$ cat src/design/hts_pkg.sv
// Shared types and constants for the hysteresis thermostat block.
package hts_pkg;

  localparam int TEMP_W  = 16;
  localparam int TIME_W  = 32;
  localparam int BAND_W  = 8;
  localparam int DELAY_W = 16;
  localparam int CFG_W   = 16;
  localparam int IDX_W   = 3;

  // Register indexes on the write port
  localparam logic [IDX_W-1:0] REG_TARGET    = 3'd0;
  localparam logic [IDX_W-1:0] REG_BAND      = 3'd1;
  localparam logic [IDX_W-1:0] REG_LOW       = 3'd2;
  localparam logic [IDX_W-1:0] REG_HIGH      = 3'd3;
  localparam logic [IDX_W-1:0] REG_MIN_OFF   = 3'd4;

  // Register reset values
  localparam logic signed [TEMP_W-1:0] TARGET_RST  = 16'sd608;
  localparam logic [BAND_W-1:0]        BAND_RST    = 8'd8;
  localparam logic signed [TEMP_W-1:0] LOW_RST     = 16'sd512;
  localparam logic signed [TEMP_W-1:0] HIGH_RST    = 16'sd2960;
  localparam logic [DELAY_W-1:0]       MIN_OFF_RST = 16'd60;

  // Sample status codes
  localparam logic [1:0] STATUS_OK       = 2'd0;
  localparam logic [1:0] STATUS_READ_ERR = 2'd1;
  localparam logic [1:0] STATUS_RANGE    = 2'd2;

  typedef struct packed {
    logic signed [TEMP_W-1:0] temperature_sample;
    logic                     read_ok;
    logic [TIME_W-1:0]        now_seconds;
  } in_item_t;

  typedef struct packed {
    logic                     drive_on;
    logic                     drive_known;
    logic                     short_cycle_blocked;
    logic [1:0]               sample_status;
    logic signed [TEMP_W-1:0] held_temperature;
  } out_item_t;

  typedef struct packed {
    logic signed [TEMP_W-1:0] target_temp;
    logic [BAND_W-1:0]        hysteresis_band;
    logic signed [TEMP_W-1:0] valid_low_bound;
    logic signed [TEMP_W-1:0] valid_high_bound;
    logic [DELAY_W-1:0]       min_off_seconds;
  } cfg_t;

  typedef struct packed {
    logic signed [TEMP_W-1:0] last_good_temp;
    logic                     relay_state;
    logic                     decision_made;
    logic [TIME_W-1:0]        off_timestamp;
    logic                     off_timestamp_valid;
  } ctl_state_t;

endpackage

$ cat src/design/hts_decide.sv
// Sample filter and relay decision for one beat, from current state to next state.
module hts_decide
  import hts_pkg::*;
(
  input  cfg_t       cfg,
  input  ctl_state_t cur,
  input  in_item_t   item,
  output ctl_state_t nxt,
  output out_item_t  result
);

  logic                     in_window;
  logic [1:0]               status;
  logic signed [TEMP_W-1:0] held;
  logic signed [TEMP_W:0]   upper;
  logic signed [TEMP_W:0]   lower;
  logic signed [TEMP_W:0]   held_x;
  logic                     want_valid;
  logic                     want_on;
  logic [TIME_W-1:0]        elapsed;
  logic                     too_soon;
  logic                     blocked;

  // Qualify the sample against the window
  assign in_window = (item.temperature_sample > cfg.valid_low_bound) &&
                     (item.temperature_sample < cfg.valid_high_bound);

  always_comb begin
    if (!item.read_ok) begin
      status = STATUS_READ_ERR;
      held   = cur.last_good_temp;
    end else if (in_window) begin
      status = STATUS_OK;
      held   = item.temperature_sample;
    end else begin
      status = STATUS_RANGE;
      held   = cur.last_good_temp;
    end
  end

  // Thresholds one bit wider so set point plus band never wraps
  assign held_x = {held[TEMP_W-1], held};
  assign upper  = {cfg.target_temp[TEMP_W-1], cfg.target_temp} +
                  $signed({{(TEMP_W+1-BAND_W){1'b0}}, cfg.hysteresis_band});
  assign lower  = {cfg.target_temp[TEMP_W-1], cfg.target_temp} -
                  $signed({{(TEMP_W+1-BAND_W){1'b0}}, cfg.hysteresis_band});

  // Hysteresis decision
  always_comb begin
    if (!cur.decision_made) begin
      want_valid = 1'b1;
      want_on    = held_x > upper;
    end else if (cur.relay_state) begin
      want_valid = held_x < lower;
      want_on    = 1'b0;
    end else begin
      want_valid = held_x > upper;
      want_on    = 1'b1;
    end
  end

  // Anti short cycle check, modular elapsed time
  assign elapsed  = item.now_seconds - cur.off_timestamp;
  assign too_soon = elapsed < {{(TIME_W-DELAY_W){1'b0}}, cfg.min_off_seconds};
  assign blocked  = want_valid && want_on && cur.off_timestamp_valid && too_soon;

  always_comb begin
    nxt = cur;
    nxt.last_good_temp = held;
    if (want_valid && !blocked) begin
      nxt.relay_state   = want_on;
      nxt.decision_made = 1'b1;
      if (!want_on) begin
        nxt.off_timestamp       = item.now_seconds;
        nxt.off_timestamp_valid = 1'b1;
      end
    end
  end

  assign result.drive_on            = nxt.relay_state;
  assign result.drive_known         = nxt.decision_made;
  assign result.short_cycle_blocked = blocked;
  assign result.sample_status       = status;
  assign result.held_temperature    = held;

endmodule

$ cat src/design/hysteresis_thermostat_anti_short_cycle.sv
// Top level of the hysteresis thermostat with anti short cycle delay.
// Usage:
//   Input channel in_valid / in_stall / in_item carries one sample beat:
//   temperature, read-ok flag and a free running seconds count.
//   Output channel out_valid / out_stall / out_item returns one result beat
//   per sample: relay drive, decision-known flag, blocked flag, sample
//   status and the temperature the decision used.
//   Configuration is written through wr_en / wr_index / wr_data, one
//   register per cycle; the user must write only while no beat is in
//   flight, as the block does not enforce it. Unknown indexes are ignored.
// Timing:
//   A sample lands in an input register, then the decision logic fills the
//   result register. One beat is taken every cycle while in_stall is low;
//   the state update from one sample to the next is combinational compare
//   and subtract logic.
// Reset (rst, synchronous): registers return to their defaults, the held
//   temperature to 512, the relay is undecided and no switch-off is recorded.
// Stall: when the receiver stalls, the result register holds and the input
//   register keeps its beat; in_stall rises only once both are occupied.
module hysteresis_thermostat_anti_short_cycle
  import hts_pkg::*;
(
  input  logic              clk,
  input  logic              rst,
  input  logic              in_valid,
  output logic              in_stall,
  input  in_item_t          in_item,
  output logic              out_valid,
  input  logic              out_stall,
  output out_item_t         out_item,
  input  logic              wr_en,
  input  logic [IDX_W-1:0]  wr_index,
  input  logic [CFG_W-1:0]  wr_data
);

  cfg_t       cfg;
  ctl_state_t state;
  ctl_state_t state_next;
  out_item_t  result;
  logic       s1_valid;
  in_item_t   s1_item;
  logic       out_free;
  logic       s1_move;

  // Configuration registers
  always_ff @(posedge clk) begin
    if (rst) begin
      cfg.target_temp      <= TARGET_RST;
      cfg.hysteresis_band  <= BAND_RST;
      cfg.valid_low_bound  <= LOW_RST;
      cfg.valid_high_bound <= HIGH_RST;
      cfg.min_off_seconds  <= MIN_OFF_RST;
    end else if (wr_en) begin
      case (wr_index)
        REG_TARGET:  cfg.target_temp      <= wr_data[TEMP_W-1:0];
        REG_BAND:    cfg.hysteresis_band  <= wr_data[BAND_W-1:0];
        REG_LOW:     cfg.valid_low_bound  <= wr_data[TEMP_W-1:0];
        REG_HIGH:    cfg.valid_high_bound <= wr_data[TEMP_W-1:0];
        REG_MIN_OFF: cfg.min_off_seconds  <= wr_data[DELAY_W-1:0];
        default: ;
      endcase
    end
  end

  // Handshake control
  assign out_free = !out_valid || !out_stall;
  assign s1_move  = s1_valid && out_free;
  assign in_stall = s1_valid && !out_free;

  // Input register
  always_ff @(posedge clk) begin
    if (rst) begin
      s1_valid <= 1'b0;
    end else if (!in_stall) begin
      s1_valid <= in_valid;
    end
  end

  always_ff @(posedge clk) begin
    if (!in_stall && in_valid) begin
      s1_item <= in_item;
    end
  end

  hts_decide u_decide (
    .cfg    (cfg),
    .cur    (state),
    .item   (s1_item),
    .nxt    (state_next),
    .result (result)
  );

  // Advance the control state as each beat moves to the result register
  always_ff @(posedge clk) begin
    if (rst) begin
      state.last_good_temp      <= LOW_RST;
      state.relay_state         <= 1'b0;
      state.decision_made       <= 1'b0;
      state.off_timestamp       <= '0;
      state.off_timestamp_valid <= 1'b0;
    end else if (s1_move) begin
      state <= state_next;
    end
  end

  // Result register
  always_ff @(posedge clk) begin
    if (rst) begin
      out_valid <= 1'b0;
    end else if (out_free) begin
      out_valid <= s1_valid;
    end
  end

  always_ff @(posedge clk) begin
    if (s1_move) begin
      out_item <= result;
    end
  end

  // Checks
  a_on_implies_known: assert property (@(posedge clk) disable iff (rst)
    out_valid |-> (!out_item.drive_on || out_item.drive_known))
    else $error("relay on before any decision");

  a_blocked_is_off: assert property (@(posedge clk) disable iff (rst)
    (out_valid && out_item.short_cycle_blocked) |-> !out_item.drive_on)
    else $error("blocked switch-on left relay on");

  a_stall_needs_beat: assert property (@(posedge clk) disable iff (rst)
    in_stall |-> s1_valid)
    else $error("input stalled with empty input register");

  a_move_fills_out: assert property (@(posedge clk) disable iff (rst)
    s1_move |=> out_valid)
    else $error("beat lost between input and result register");

  a_status_held: assert property (@(posedge clk) disable iff (rst)
    s1_move && result.sample_status == STATUS_OK |=>
      out_item.held_temperature == $past(s1_item.temperature_sample))
    else $error("accepted sample not held");

endmodule

$ cat config.mk
export PLATFORM = sky130hd
export DESIGN_NAME = hysteresis_thermostat_anti_short_cycle
export DESIGN_NICKNAME = d
export VERILOG_FILES = /design/src/design/hts_pkg.sv /design/src/design/hts_decide.sv /design/src/design/hysteresis_thermostat_anti_short_cycle.sv
export SDC_FILE = /design/constraint.sdc
export NUM_CORES = 1
export LEC_CHECK = 0
export BUFFER_PORTS_ARGS = -buffer_cell sky130_fd_sc_hd__buf_2
export CORE_ASPECT_RATIO = 2
export CORE_MARGIN = 4
export CORE_UTILIZATION = 62
export DETAILED_ROUTE_END_ITERATION = 10
export GPL_TIMING_DRIVEN = 0
export PLACE_DENSITY_LB_ADDON = 0.3
export SLEW_MARGIN = 20
export SYNTH_ARGS = -nofsm -noshare
export SYNTH_HDL_FRONTEND = slang
export SYNTH_HIERARCHICAL = 1
export SYNTH_SLANG_ARGS = --single-unit
$ cat constraint.sdc
create_clock -name clk -period 6.4 [get_ports clk]
set_clock_uncertainty 0.1 [all_clocks]
set_input_delay 0.32 -clock clk [delete_from_list [all_inputs] [get_ports clk]]
set_output_delay 0.32 -clock clk [all_outputs]
set_load 0.02 [all_outputs]
==> out/metrics.csv <==
metric,value,unit
status,completed,
setup_viol,0,
cp.arrival,6470,ps
crit_chain,ha_1 > nand4_1 > nor3_4 > a21boi_4 > o41ai_4 > nor2_4 > buf_4 > mux2_2 > ha_1 > a21o_1 > a21o_1 > a221oi_1 > o21ai_1 > a311oi_1 > o21ai_0 > a41oi_2 > xor2_1 > o22a_1 > buf_6 > buf_12 > mux2_4 > nand2b_1 > mux2i_1,
synth-edff-count,70,
min_period_over_period,97.5,%
async_flop_share,0,%
route.detailed.wl_per_inst,19.6,um
crit_start,s1_item[44]$_DFFE_PP_,
synth-seq-cells,195,
power_density,221,nW/um2
start_util,63.0,%
layout.nets,1719,
fin_crit,6240,ps
cp_slowest_stage_delay,480,ps
holdWs,30.3,ps
m1WireLength,12000,um
grt.total_usage,29.7,%
dp_cells,1723,
initialDrtViolationCount,490,
grt_pass1_vias,11300,
cp_slowest_cell,edfxtp_1,
cts_made_buffers,17,
fp.dieH,215,um
overflow,0,
synth_nets,1557,
die_x,111,um
fmaxAchievable,160,MHz
path_buf_inv,3,
met3_length,1310,um
drt-pass1-iter-count,5,
max_slew_margin,37.0,%
drv_cap,0,
cts_buffer_depth,2,
crit_required,6630,ps
synth.distinct_cells,88,
drive_above_1_share,14.9,%
via_count,10500,
hold_path.class,in -> reg,
cts_tree,built,
timing.final.hold_violations,0,
synth_cells,1361,
grt_antenna_before_repair,3,
synth-main-ff-cell,dfxtp_1,
yosysSeqAreaShare,34.8,%
drt-total-wl,35400,um
fin_cells,1807,
grt_max_degree,31,
yosysWarningCount,6,
core-area,21000,um2
crit_type,reg -> reg,
drc,0,
dp_hpwl,26800,um
portBuffers,92,
path_delay_family,compound AO/OA/AOI/OAI gates,
syn-mean-instance-area,9.73,um2
cellLeakagePower,0.00643,uW
die_area,23900,um2
switching_share,29.8,%
p_seq_share,41.0,%
clkSinkCount,195,
finalPower,3360,uW
start_kind,flip-flop,
num_rows,75,
fillers,1620,
ir_worst_vdd,0.000212,V
wl_met2,19400,um
ios,96,
mappedNetlistArea,13200,um2
r2r_start,s1_item[44]$_DFFE_PP_,
via_per_inst,5.81,
tightest_slew,932,ps
pre_cts_slack,-1190,ps
h-tree-depth,4,
p_switching,1000,uW
clock_latency,460,ps
root_buffer,clkbuf_16,
internal_power,2360,uW
critPathMaxFanout,10,
top_layer,met5,
p_comb_share,26.2,%
grt_pass1_wl,55900,um
postRouteAntennaNets,0,
power.share.clock,32.7,%
endpoint_kind,flip-flop,
hold_path_startpoint,out_stall,
clk_pin_slew_worst_paths,80,ps
slew_viol_final,0,
gp_congestion,0.964,
final.setup.worst_slack,160,ps
synthToLayoutAreaGrowth,15.1,%
-- power by group through the flow --
stage / Clock, uW / Combinational (uW) / Sequential [uW]
detailed placement: 0 / 832 / 1410
finish: 1100 / 883 / 1380
global route: 1170 / 955 / 1390
floorplan: 0 / 615 / 1400
CTS: 1120 / 866 / 1380
global placement: 0 / 808 / 1410
-- per-stage QoR --
stage                     setup TNS, ps  area [um2]  util [%]
final                                 0       15200      72.5
after global routing              -54.6       15200      72.5
after CTS                             0       15200      72.3
after detailed placement         -39710       14100      66.9
after global placement           -35140       14000      66.8
after floorplan                       0       13200         -
-- path summary, 6_finish.rpt --
path              slack (ps)                      to  depth (start not counted)
setup / recovery         160   state[6]$_SDFFE_PP0P_                         23
hold / removal            30  out_valid$_SDFFE_PP0P_                          3
setup reg to reg         160   state[6]$_SDFFE_PP0P_                         23
hold reg to reg          380  state[41]$_SDFFE_PP0P_                          2
-- routing by layer --
| metal | up-vias | GRT usage [%] |
|---|---|---|
| li1 | 5046 | - |
| met1 | 5014 | 27.0 |
| met2 | 287 | 57.1 |
| met3 | 145 | 5.85 |
| met4 | 2 | 21.0 |
| met5 | - | 0 |
-- placed cells by master (no fill, tap or decap), types with 29 or more instances in the layout --
| master | count |
|---|---|
| dfxtp_1 | 125 |
| ha_1 | 120 |
| nor2_1 | 67 |
| mux2_4 | 29 |
| buf_2 | 101 |
| xnor2_1 | 33 |
| a21oi_1 | 55 |
| dlygate4sd3_1 | 49 |
| mux2i_1 | 128 |
| inv_1 | 118 |
| o21ai_0 | 33 |
| edfxtp_1 | 70 |
| nand2_1 | 43 |
| nand2b_1 | 185 |
| clkbuf_1 | 44 |
-- logic make-up (layout without fill, tap and decap cells) --
| logic type | after synthesis | after routing | share of synthesized area (%) |
|---|---|---|---|
| multiplexers | 172 | 172 | 14.2 |
| adder cells (fa/ha/maj) | 125 | 125 | 11.9 |
| flip-flops | 195 | 195 | 34.8 |
| buffers and inverters | 199 | 374 | 6.98 |
| other | 0 | 2 | 0 |
| XOR/XNOR | 54 | 54 | 3.78 |
| AO/OA/AOI/OAI | 195 | 195 | 10.3 |
| AND/OR/NAND/NOR | 421 | 421 | 18.0 |
-- registers in the layout (all words and copies together) (netlist names) --
name / cells
cfg: 72
out_item: 21
out_valid: 1
s1_item: 49
s1_valid: 1
state: 51
-- area by class of cell --
class | instances | area, um2 | area share (%)
Inverter | 118 | 443 | 2.91
Timing Repair Buffer | 143 | 978 | 6.42
Multi-Input combinational cell | 967 | 7790 | 51.1
Buffer | 81 | 485 | 3.18
Antenna cell | 2 | 5.00 | 0.0328
Sequential cell | 195 | 4600 | 30.2
Clock inverter | 11 | 126 | 0.829
Clock buffer | 21 | 472 | 3.09
Tap cell | 269 | 337 | 2.21
-- repair_timing --
item / CTS / global route
hold buffers: 49 / 0
hold endpoints to repair: 49 / 0
pin swaps: 1 / 1
cloned: 0 / 0
endpoints found under the setup margin: 38 / 32
setup buffers: 1 / 0
resized for setup: 11 / 6
-- cell usage after synthesis, drive strengths merged (5+ instances only) --
cell      n  area (um2)
nand2    43         161
nor2     69         262
o21bai    5        37.5
edfxtp   70        2100
nand2b  185        1160
o211ai    8        60.1
a21o     22         165
a21boi    6        45.1
nand3    21         105
nor3     19        95.1
inv     118         443
nand4    22         138
ha      120        1500
o21a     10        75.1
o21ai    36         184
mux2     44         604
dfxtp   125        2500
nor2b    19         119
xnor2    33         289
mux2i   128        1280
clkbuf   42         158
a21oi    58         302
buf      39         324
xor2     19         166
-- worst register-to-register path: stages (launching register included) --
cell and delay, ps:
edfxtp_1 480, ha_1 370, nand4_1 260, nor3_4 350, a21boi_4 330, o41ai_4 210
nor2_4 180, buf_4 270, mux2_2 440, ha_1 340, a21o_1 190, a21o_1 170
a221oi_1 240, o21ai_1 200, a311oi_1 290, o21ai_0 140, a41oi_2 250, xor2_1 330
o22a_1 190, buf_6 170, buf_12 170, mux2_4 310, nand2b_1 80, mux2i_1 70
Note: power is estimated with default switching activity, not from simulation.
